$ cat config.mk
export PLATFORM = sky130hd
export DESIGN_NAME = utf8_structure_filter_top
export DESIGN_NICKNAME = d
export VERILOG_FILES = /design/src/utf8sf_pkg.sv /design/src/utf8_structure_filter_top.sv /design/src/utf8sf_filter.sv /design/src/utf8sf_queue.sv
export SDC_FILE = /design/constraint.sdc
export NUM_CORES = 1
export LEC_CHECK = 0
export ABC_CLOCK_PERIOD_IN_PS = 6400
export BUFFER_PORTS_ARGS = -buffer_cell sky130_fd_sc_hd__buf_2
export CAP_MARGIN = 20
export CORE_AREA = 2 2 138 140
export CTS_CLUSTER_DIAMETER = 60
export DETAILED_ROUTE_END_ITERATION = 10
export DIE_AREA = 0 0 140 142
export GPL_ROUTABILITY_DRIVEN = 1
export HOLD_SLACK_MARGIN = 0.06
export MAX_ROUTING_LAYER = met4
export SLEW_MARGIN = 0
export SYNTH_ARGS = -nofsm -noshare
export SYNTH_HDL_FRONTEND = slang
export SYNTH_SLANG_ARGS = --single-unit
$ cat constraint.sdc
create_clock -name clk -period 6.4 [get_ports clk]
set_clock_uncertainty 0.1 [all_clocks]
set_input_delay 0.32 -clock clk [delete_from_list [all_inputs] [get_ports clk]]
set_output_delay 0.32 -clock clk [all_outputs]
set_load 0.05 [all_outputs]
$ cat src/utf8sf_pkg.sv
// utf8sf_pkg: shared types and constants for the UTF-8 structure filter
`timescale 1ns / 1ps
package utf8sf_pkg;

  // replacement character
  localparam logic [7:0] QMARK = 8'h3F;

  // most words one input word can produce
  localparam int MAX_RESULTS = 4;
  localparam int RES_CW      = $clog2(MAX_RESULTS + 1);
  localparam int RES_IW      = $clog2(MAX_RESULTS);

  // output queue geometry
  localparam int Q_DEPTH     = 8;
  localparam int Q_AW        = $clog2(Q_DEPTH);
  localparam int Q_CW        = $clog2(Q_DEPTH + 1);
  localparam int STALL_LEVEL = Q_DEPTH - MAX_RESULTS;

  // words produced by one input word, in order; last flags the final one
  typedef struct packed {
    logic [MAX_RESULTS-1:0][7:0] bytes;
    logic [RES_CW-1:0]           count;
    logic                        last;
  } utf8sf_result_t;

endpackage

$ cat src/utf8_structure_filter_top.sv
// utf8_structure_filter_top: UTF-8 structure filter, byte in, byte out
`timescale 1ns / 1ps
//
// channel  direction  handshake              payload
// -------  ---------  ---------------------  ------------------
// in       sink       in_valid / in_stall    in_byte, in_last
// out      source     out_valid / out_stall  out_byte, out_last
//
// One input word is taken per cycle while in_stall is low. Its results
// (zero to four words) go into an eight-entry queue at the same edge and
// appear on out from the next cycle, one word per cycle unless out_stall.
// in_stall rises only when the queue has fewer than four free entries; it
// comes from the registered fill count alone, never from out_stall directly.
// Reset (rst, synchronous) empties the queue and drops any pending sequence.
//
module utf8_structure_filter_top (
  input  logic       clk,
  input  logic       rst,
  input  logic       in_valid,
  output logic       in_stall,
  input  logic [7:0] in_byte,
  input  logic       in_last,
  output logic       out_valid,
  input  logic       out_stall,
  output logic [7:0] out_byte,
  output logic       out_last
);

  logic                       accept;
  logic                       full;
  utf8sf_pkg::utf8sf_result_t result;

  // word taken when valid and the queue has room for a full burst
  assign in_stall = full;
  assign accept   = in_valid && !full;

  // sequence tracking: lead, held continuations, counts
  utf8sf_filter u_filter (
    .clk     (clk),
    .rst     (rst),
    .accept  (accept),
    .in_byte (in_byte),
    .in_last (in_last),
    .result  (result)
  );

  // result queue parts the two channels
  utf8sf_queue u_queue (
    .clk       (clk),
    .rst       (rst),
    .wr_en     (accept),
    .result    (result),
    .full      (full),
    .out_valid (out_valid),
    .out_stall (out_stall),
    .out_byte  (out_byte),
    .out_last  (out_last)
  );

endmodule

$ cat src/utf8sf_filter.sv
// utf8sf_filter: sequence tracking state and per-word result generation
`timescale 1ns / 1ps
module utf8sf_filter (
  input  logic                      clk,
  input  logic                      rst,
  input  logic                      accept,
  input  logic [7:0]                in_byte,
  input  logic                      in_last,
  output utf8sf_pkg::utf8sf_result_t result
);

  logic [7:0]      held_lead;
  logic [1:0][7:0] held_cont;
  logic [1:0]      needed_count;
  logic [1:0]      held_count;

  logic [7:0]      held_lead_next;
  logic [1:0][7:0] held_cont_next;
  logic [1:0]      needed_count_next;
  logic [1:0]      held_count_next;

  logic            is_cont;

  assign is_cont = (in_byte[7:6] == 2'b10);

  always_comb begin
    logic [utf8sf_pkg::RES_CW-1:0] n;
    logic [utf8sf_pkg::MAX_RESULTS-1:0][7:0] bytes;
    held_lead_next    = held_lead;
    held_cont_next    = held_cont;
    needed_count_next = needed_count;
    held_count_next   = held_count;
    bytes             = '0;
    n                 = '0;

    if (needed_count != 2'd0 && is_cont) begin
      if (needed_count == 2'd1) begin
        // sequence complete: release it unchanged
        bytes[0] = held_lead;
        n        = utf8sf_pkg::RES_CW'(1);
        for (int i = 0; i < 2; i++) begin
          if (2'(i) < held_count) begin
            bytes[n[utf8sf_pkg::RES_IW-1:0]] = held_cont[i];
            n = n + utf8sf_pkg::RES_CW'(1);
          end
        end
        bytes[n[utf8sf_pkg::RES_IW-1:0]] = in_byte;
        n = n + utf8sf_pkg::RES_CW'(1);
        held_lead_next    = '0;
        needed_count_next = 2'd0;
        held_count_next   = 2'd0;
      end else begin
        held_cont_next[held_count[0]] = in_byte;
        held_count_next   = held_count + 2'd1;
        needed_count_next = needed_count - 2'd1;
      end
    end else begin
      // broken sequence: lead and held continuations become '?'
      if (needed_count != 2'd0) begin
        for (int i = 0; i < 3; i++) begin
          if (2'(i) <= held_count) begin
            bytes[n[utf8sf_pkg::RES_IW-1:0]] = utf8sf_pkg::QMARK;
            n = n + utf8sf_pkg::RES_CW'(1);
          end
        end
        held_lead_next    = '0;
        needed_count_next = 2'd0;
        held_count_next   = 2'd0;
      end
      // examine the word as a fresh lead
      if (!in_byte[7]) begin
        bytes[n[utf8sf_pkg::RES_IW-1:0]] = in_byte;
        n = n + utf8sf_pkg::RES_CW'(1);
      end else if (in_byte[7:5] == 3'b110) begin
        held_lead_next    = in_byte;
        needed_count_next = 2'd1;
        held_count_next   = 2'd0;
      end else if (in_byte[7:4] == 4'b1110) begin
        held_lead_next    = in_byte;
        needed_count_next = 2'd2;
        held_count_next   = 2'd0;
      end else if (in_byte[7:3] == 5'b11110) begin
        held_lead_next    = in_byte;
        needed_count_next = 2'd3;
        held_count_next   = 2'd0;
      end else begin
        bytes[n[utf8sf_pkg::RES_IW-1:0]] = utf8sf_pkg::QMARK;
        n = n + utf8sf_pkg::RES_CW'(1);
      end
    end

    // end of string: flush whatever is still pending
    if (in_last) begin
      if (needed_count_next != 2'd0) begin
        for (int i = 0; i < 3; i++) begin
          if (2'(i) <= held_count_next) begin
            bytes[n[utf8sf_pkg::RES_IW-1:0]] = utf8sf_pkg::QMARK;
            n = n + utf8sf_pkg::RES_CW'(1);
          end
        end
      end
      held_lead_next    = '0;
      needed_count_next = 2'd0;
      held_count_next   = 2'd0;
    end

    result.bytes = bytes;
    result.count = n;
    result.last  = in_last && (n != '0);
  end

  always_ff @(posedge clk) begin
    if (rst) begin
      held_lead    <= '0;
      needed_count <= 2'd0;
      held_count   <= 2'd0;
    end else if (accept) begin
      held_lead    <= held_lead_next;
      needed_count <= needed_count_next;
      held_count   <= held_count_next;
    end
  end

  // continuation store: only read after being written
  always_ff @(posedge clk) begin
    if (accept) begin
      held_cont <= held_cont_next;
    end
  end

`ifndef ASSERT_OFF
  a_idle_empty: assert property (@(posedge clk) disable iff (rst)
    needed_count == 2'd0 |-> held_count == 2'd0)
    else $error("continuations held with no sequence pending");

  a_seq_len: assert property (@(posedge clk) disable iff (rst)
    needed_count != 2'd0 |-> ({1'b0, held_count} + {1'b0, needed_count}) <= 3'd3)
    else $error("pending sequence longer than four words");

  a_last_flush: assert property (@(posedge clk) disable iff (rst)
    accept && in_last |=> needed_count == 2'd0)
    else $error("sequence still pending after end of string");

  a_last_out: assert property (@(posedge clk) disable iff (rst)
    accept && in_last |-> result.count != '0 && result.last)
    else $error("end of string produced no final word");
`endif

endmodule

$ cat src/utf8sf_queue.sv
// utf8sf_queue: result queue, up to four words written per cycle, one read
`timescale 1ns / 1ps
module utf8sf_queue (
  input  logic                       clk,
  input  logic                       rst,
  input  logic                       wr_en,
  input  utf8sf_pkg::utf8sf_result_t result,
  output logic                       full,
  output logic                       out_valid,
  input  logic                       out_stall,
  output logic [7:0]                 out_byte,
  output logic                       out_last
);

  logic [7:0] q_byte [utf8sf_pkg::Q_DEPTH];
  logic       q_last [utf8sf_pkg::Q_DEPTH];

  logic [utf8sf_pkg::Q_AW-1:0] wr_ptr;
  logic [utf8sf_pkg::Q_AW-1:0] rd_ptr;
  logic [utf8sf_pkg::Q_CW-1:0] count;
  logic [utf8sf_pkg::Q_CW-1:0] count_next;
  logic [utf8sf_pkg::Q_CW-1:0] wr_n;
  logic                        rd;

  assign wr_n      = wr_en ? utf8sf_pkg::Q_CW'(result.count) : '0;
  assign rd        = out_valid && !out_stall;
  assign out_valid = (count != '0);
  assign out_byte  = q_byte[rd_ptr];
  assign out_last  = q_last[rd_ptr];
  // room for a full burst must exist before a word is taken
  assign full      = (count > utf8sf_pkg::Q_CW'(utf8sf_pkg::STALL_LEVEL));

  always_comb begin
    count_next = count + wr_n - (rd ? utf8sf_pkg::Q_CW'(1) : '0);
  end

  always_ff @(posedge clk) begin
    for (int k = 0; k < utf8sf_pkg::MAX_RESULTS; k++) begin
      if (wr_en && utf8sf_pkg::RES_CW'(k) < result.count) begin
        q_byte[wr_ptr + utf8sf_pkg::Q_AW'(k)] <= result.bytes[k];
        q_last[wr_ptr + utf8sf_pkg::Q_AW'(k)] <=
          result.last && (utf8sf_pkg::RES_CW'(k + 1) == result.count);
      end
    end
  end

  always_ff @(posedge clk) begin
    if (rst) begin
      wr_ptr <= '0;
      rd_ptr <= '0;
      count  <= '0;
    end else begin
      wr_ptr <= wr_ptr + wr_n[utf8sf_pkg::Q_AW-1:0];
      if (rd) begin
        rd_ptr <= rd_ptr + utf8sf_pkg::Q_AW'(1);
      end
      count <= count_next;
    end
  end

`ifndef ASSERT_OFF
  a_no_overfill: assert property (@(posedge clk) disable iff (rst)
    count <= utf8sf_pkg::Q_CW'(utf8sf_pkg::Q_DEPTH))
    else $error("result queue overfilled");

  a_burst_fits: assert property (@(posedge clk) disable iff (rst)
    wr_en |-> (count + wr_n) <= utf8sf_pkg::Q_CW'(utf8sf_pkg::Q_DEPTH))
    else $error("burst written without room");

  a_ptr_track: assert property (@(posedge clk) disable iff (rst)
    (rd_ptr + count[utf8sf_pkg::Q_AW-1:0]) == wr_ptr)
    else $error("queue pointers and fill count disagree");
`endif

endmodule

==> results.sh <==
export IMPL_grt_setup_unrepaired="no"
export IMPL_first_iter_violations=1032
export IMPL_core_sq_um=18460
export IMPL_min_delay_path_class="in -> reg"
export IMPL_synth_ff_type="sky130_fd_sc_hd__edfxtp_1"
export IMPL_timing_rr_end="u_queue.q_byte[5][2]"
export IMPL_num_antenna_cells=0
export IMPL_syn_instance_count=807
export IMPL_pnr_total_power_mw=2.766
export IMPL_synth_adder_area_share_pct=4.312
export IMPL_clockBufferDepth=2
export IMPL_port_buffer_count=23
export IMPL_cells_on_worst_hold_path=1
export IMPL_final_hold_viol_count=0
export IMPL_multi_input_area_sq_um=4695
export IMPL_cts_root_buf="sky130_fd_sc_hd__clkbuf_16"
export IMPL_area_delta_synth_final_pct=11.19
export IMPL_criticalPathCategory="reg -> reg"
export IMPL_synth_net_count=847
export IMPL_clkTransAtPathRegs_ns=0.06
export IMPL_synthSimpleGateAreaFrac_pct=14.48
export IMPL_globalplace_congestion=0.9821
export IMPL_seq_area_frac_synth_pct=38.41
export IMPL_tritoncts_clock_tree="built"
export IMPL_antenna_found_initial=0
export IMPL_critPathLaunch="u_filter.needed_count[0]"
export IMPL_yosys_top_cells_area="sky130_fd_sc_hd__edfxtp_1 32%, sky130_fd_sc_hd__mux2i_1 8.9%, sky130_fd_sc_hd__dfxtp_1 6.1%"
export IMPL_synthArstFlopShare_pct=0
export IMPL_r2r_start="u_filter.needed_count[0]"
export IMPL_routed_via_count=7114
export IMPL_synth_edf_count=88
export IMPL_fin_crit_ns=5.936
export IMPL_die_height_microns=142
export IMPL_overall_global_routing_resource_usage_pct=27.65
export IMPL_share_of_the_synthesized_area_in_compound_gates_ao_oa_aoi_oai_pct=20.29
export IMPL_synth_cell_area_sq_um=8183
export IMPL_synthDominantAreaCellType="sky130_fd_sc_hd__edfxtp_1"
export IMPL_ant_nets=0
export IMPL_setup_viol=0
export IMPL_setup_tns_final_ns=0
export IMPL_initial_utilization_pct=44.34
export IMPL_hold_start="in_byte[1]"
export IMPL_violations="design-rule violations"
export IMPL_clock_sinks=113
export IMPL_pin_count=24
export IMPL_ys_ff_latch=113
export IMPL_synth_top_family_by_area="compound AO/OA/AOI/OAI gates"
export IMPL_power_leakage_nw=3.507
export IMPL_routed_wire_length_per_instance_microns=24.36
export IMPL_synth_lib_cells_used_distinct=79
export IMPL_synthMostInstantiatedCell="sky130_fd_sc_hd__edfxtp_1"
export IMPL_design_die_area_sq_um=19880
export IMPL_synth_commonest_cells="88 x sky130_fd_sc_hd__edfxtp_1, 73 x sky130_fd_sc_hd__mux2i_1, 68 x sky130_fd_sc_hd__nand2_1, 61 x sky130_fd_sc_hd__a21oi_1, 50 x sky130_fd_sc_hd__o221ai_1"
export IMPL_timing_critical_path_to_type="register"
export IMPL_floorplan_rows=50
export IMPL_clock_tree_htree_level_count=4
export IMPL_finalWirelength_microns=26070
export IMPL_ff2ff_setup_slack_ns=0.46
export IMPL_synth_xor_area_share_pct=1.391
export IMPL_layout_cells_sized_above_1_pct=17.82
export IMPL_grt_overflow=0
export IMPL_met2WireLength_microns=12350
export IMPL_min_delay_worst_endpoint="u_filter.held_cont[1]"
export IMPL_vias_per_cell=6.649
export IMPL_cts_buffer_count=17
export IMPL_cts_setup_buffers=0
export IMPL_vdd_ir_drop_worst_mv=0.1976
export IMPL_number_of_filler_cells_placed_in_the_layout=1667
export IMPL_ff2ff_path_depth=20
export IMPL_global_route_wire_length_before_repair_microns=40820
export IMPL_highest_layer_used_for_signal_routing="met4"
export IMPL_final_net_count=863
export IMPL_cts_hold_buf=0
export IMPL_arrival_ns=5.89
export IMPL_ctsResizeCount=0
export IMPL_pin_slew_with_the_least_headroom_to_its_limit_ns=1.143
export IMPL_post_dp_hpwl_microns=19390
export IMPL_grt_max_degree=24
export IMPL_first_global_vias=6959
export IMPL_post_synth_cell_area_avg_sq_um=10.14
export IMPL_postLayoutSetupSlackWorst_ns=0.4635
export IMPL_timing_max_cap_violations=0
export IMPL_power_density_nw_per_um2=304.0
export IMPL_seqCellArea_sq_um=3143
export IMPL_required_time_reported_for_the_critical_path_endpoint_ns=6.36
export IMPL_detailedPlace_worstSlack_ns=0.5372
export IMPL_clk_latency_ns=0.44
export IMPL_drcViolationCount=1
export IMPL_timing_critical_path_from_type="register"
export IMPL_muxShareOfSynthArea_pct=16.82
export IMPL_die_w_microns=140
export IMPL_run_status="finished, violations left"
export IMPL_final_max_slew_violation_count=0
export IMPL_slew_headroom_pct=23.11
export IMPL_detail_route_wirelength_met1_microns=11080
export IMPL_yosys_warnings=0
export IMPL_wl_met3_microns=1754
export IMPL_firstDrtPassIters=9
export IMPL_fmax_ghz=0.1685
export IMPL_timing_final_crit_share_pct=92.76
export IMPL_critPathMaxFanout=19
export IMPL_synth_largest_type_area_fraction_pct=32.29
## critical path, stage by stage, from the launching register on
cell and delay, ns:
sky130_fd_sc_hd__dfxtp_1 0.35, sky130_fd_sc_hd__inv_1 0.10, sky130_fd_sc_hd__ha_1 0.62, sky130_fd_sc_hd__or2_2 0.29
sky130_fd_sc_hd__inv_1 0.07, sky130_fd_sc_hd__ha_1 0.27, sky130_fd_sc_hd__o21ai_0 0.09, sky130_fd_sc_hd__a21oi_2 0.39
sky130_fd_sc_hd__inv_1 0.14, sky130_fd_sc_hd__ha_1 0.28, sky130_fd_sc_hd__a211oi_2 0.32, sky130_fd_sc_hd__nor2_1 0.14
sky130_fd_sc_hd__ha_1 0.21, sky130_fd_sc_hd__o211ai_1 0.13, sky130_fd_sc_hd__xnor2_1 0.22, sky130_fd_sc_hd__a31oi_1 0.21
sky130_fd_sc_hd__nor2_1 0.15, sky130_fd_sc_hd__buf_4 0.19, sky130_fd_sc_hd__nand4_1 0.43, sky130_fd_sc_hd__and2_1 0.40
sky130_fd_sc_hd__o211ai_1 0.46
## logic make-up after synthesis
| family | count (synthesis) |
|---|---|
| simple gates | 230 |
| fa+ha+maj | 27 |
| flops | 113 |
| compound gates | 233 |
| mux | 111 |
| buf+inv | 80 |
| xor+xnor | 13 |
## flip-flops by register name, summed over array words and instances, names as in the netlist, named ones only
| register | count |
|---|---|
| u_filter.held_cont | 16 |
| u_filter.held_count | 2 |
| u_queue.q_byte | 64 |
| u_queue.count | 4 |
| u_queue.wr_ptr | 3 |
| u_filter.held_lead | 8 |
| u_filter.needed_count | 2 |
| u_queue.q_last | 8 |
| u_queue.rd_ptr | 3 |
## how the worst max path moves through the flow
stage / to / slack, ns / depth (start not counted)
6_report: u_queue.q_byte[5][2] / 0.46 / 20
3_5_place_dp: u_queue.q_byte[5][3] / 0.54 / 20
5_1_grt: u_queue.q_byte[5][3] / 0.03 / 20
4_1_cts: u_queue.q_byte[5][2] / 0.54 / 20
3_3_place_gp: u_queue.q_byte[7][4] / 0.86 / 18
2_1_floorplan: u_queue.q_byte[2][0] / 1.46 / 22
## layout by cell type (no fill, tap or decap), drive strengths merged, types with 17 or more instances in the layout
| master | netlist | routed |
|---|---|---|
| a21oi | 63 | 63 |
| dfxtp | 25 | 25 |
| o21ai | 25 | 25 |
| ha | 25 | 25 |
| mux2i | 74 | 74 |
| edfxtp | 88 | 88 |
| clkbuf | 23 | 19 |
| nand2 | 72 | 72 |
| o22ai | 23 | 23 |
| inv | 30 | 32 |
| nand3 | 20 | 20 |
| o221ai | 51 | 51 |
| buf | 26 | 45 |
| mux2 | 19 | 19 |
| nor2 | 45 | 45 |
| nor3 | 17 | 17 |
| mux4 | 18 | 18 |
## per-stage QoR
step / std cells / instance area (sq um) / util [%] / hold WS, ns
CTS: 1069 / 9087 / 49.24 / 0.1225
detailed placement: 1037 / 8518 / 46.16 / 0.3890
global route: 1070 / 9099 / 49.30 / 0.1336
floorplan: 807 / 8183 / - / 0.2891
global placement: 1036 / 8513 / 46.13 / 0.3659
finish: 1070 / 9099 / 49.30 / 0.1193
## area by class of cell
| cell class | count | share of cell area [%] |
|---|---|---|
| Clock buffer | 18 | 4.717 |
| Clock inverter | 14 | 1.540 |
| Inverter | 31 | 1.279 |
| Multi-Input combinational cell | 614 | 51.60 |
| Sequential cell | 113 | 34.54 |
| Tap cell | 234 | 3.218 |
| Timing Repair Buffer | 46 | 3.108 |
## metal layers
layer | vias to the layer above | track usage (%)
li1 | 3173 | -
met1 | 3481 | 35.82
met2 | 373 | 44.18
met3 | 87 | 4.408
met4 | 0 | 10.37
met5 | - | -
## report_power, final
group / switching (mW) / leakage [nW] / internal [mW] / total, mW
registers: 0.0441 / 1.00 / 0.871 / 0.915
clock network: 0.361 / 0.268 / 0.569 / 0.930
logic: 0.588 / 2.23 / 0.333 / 0.921
Power figures use the tool's default switching activity.
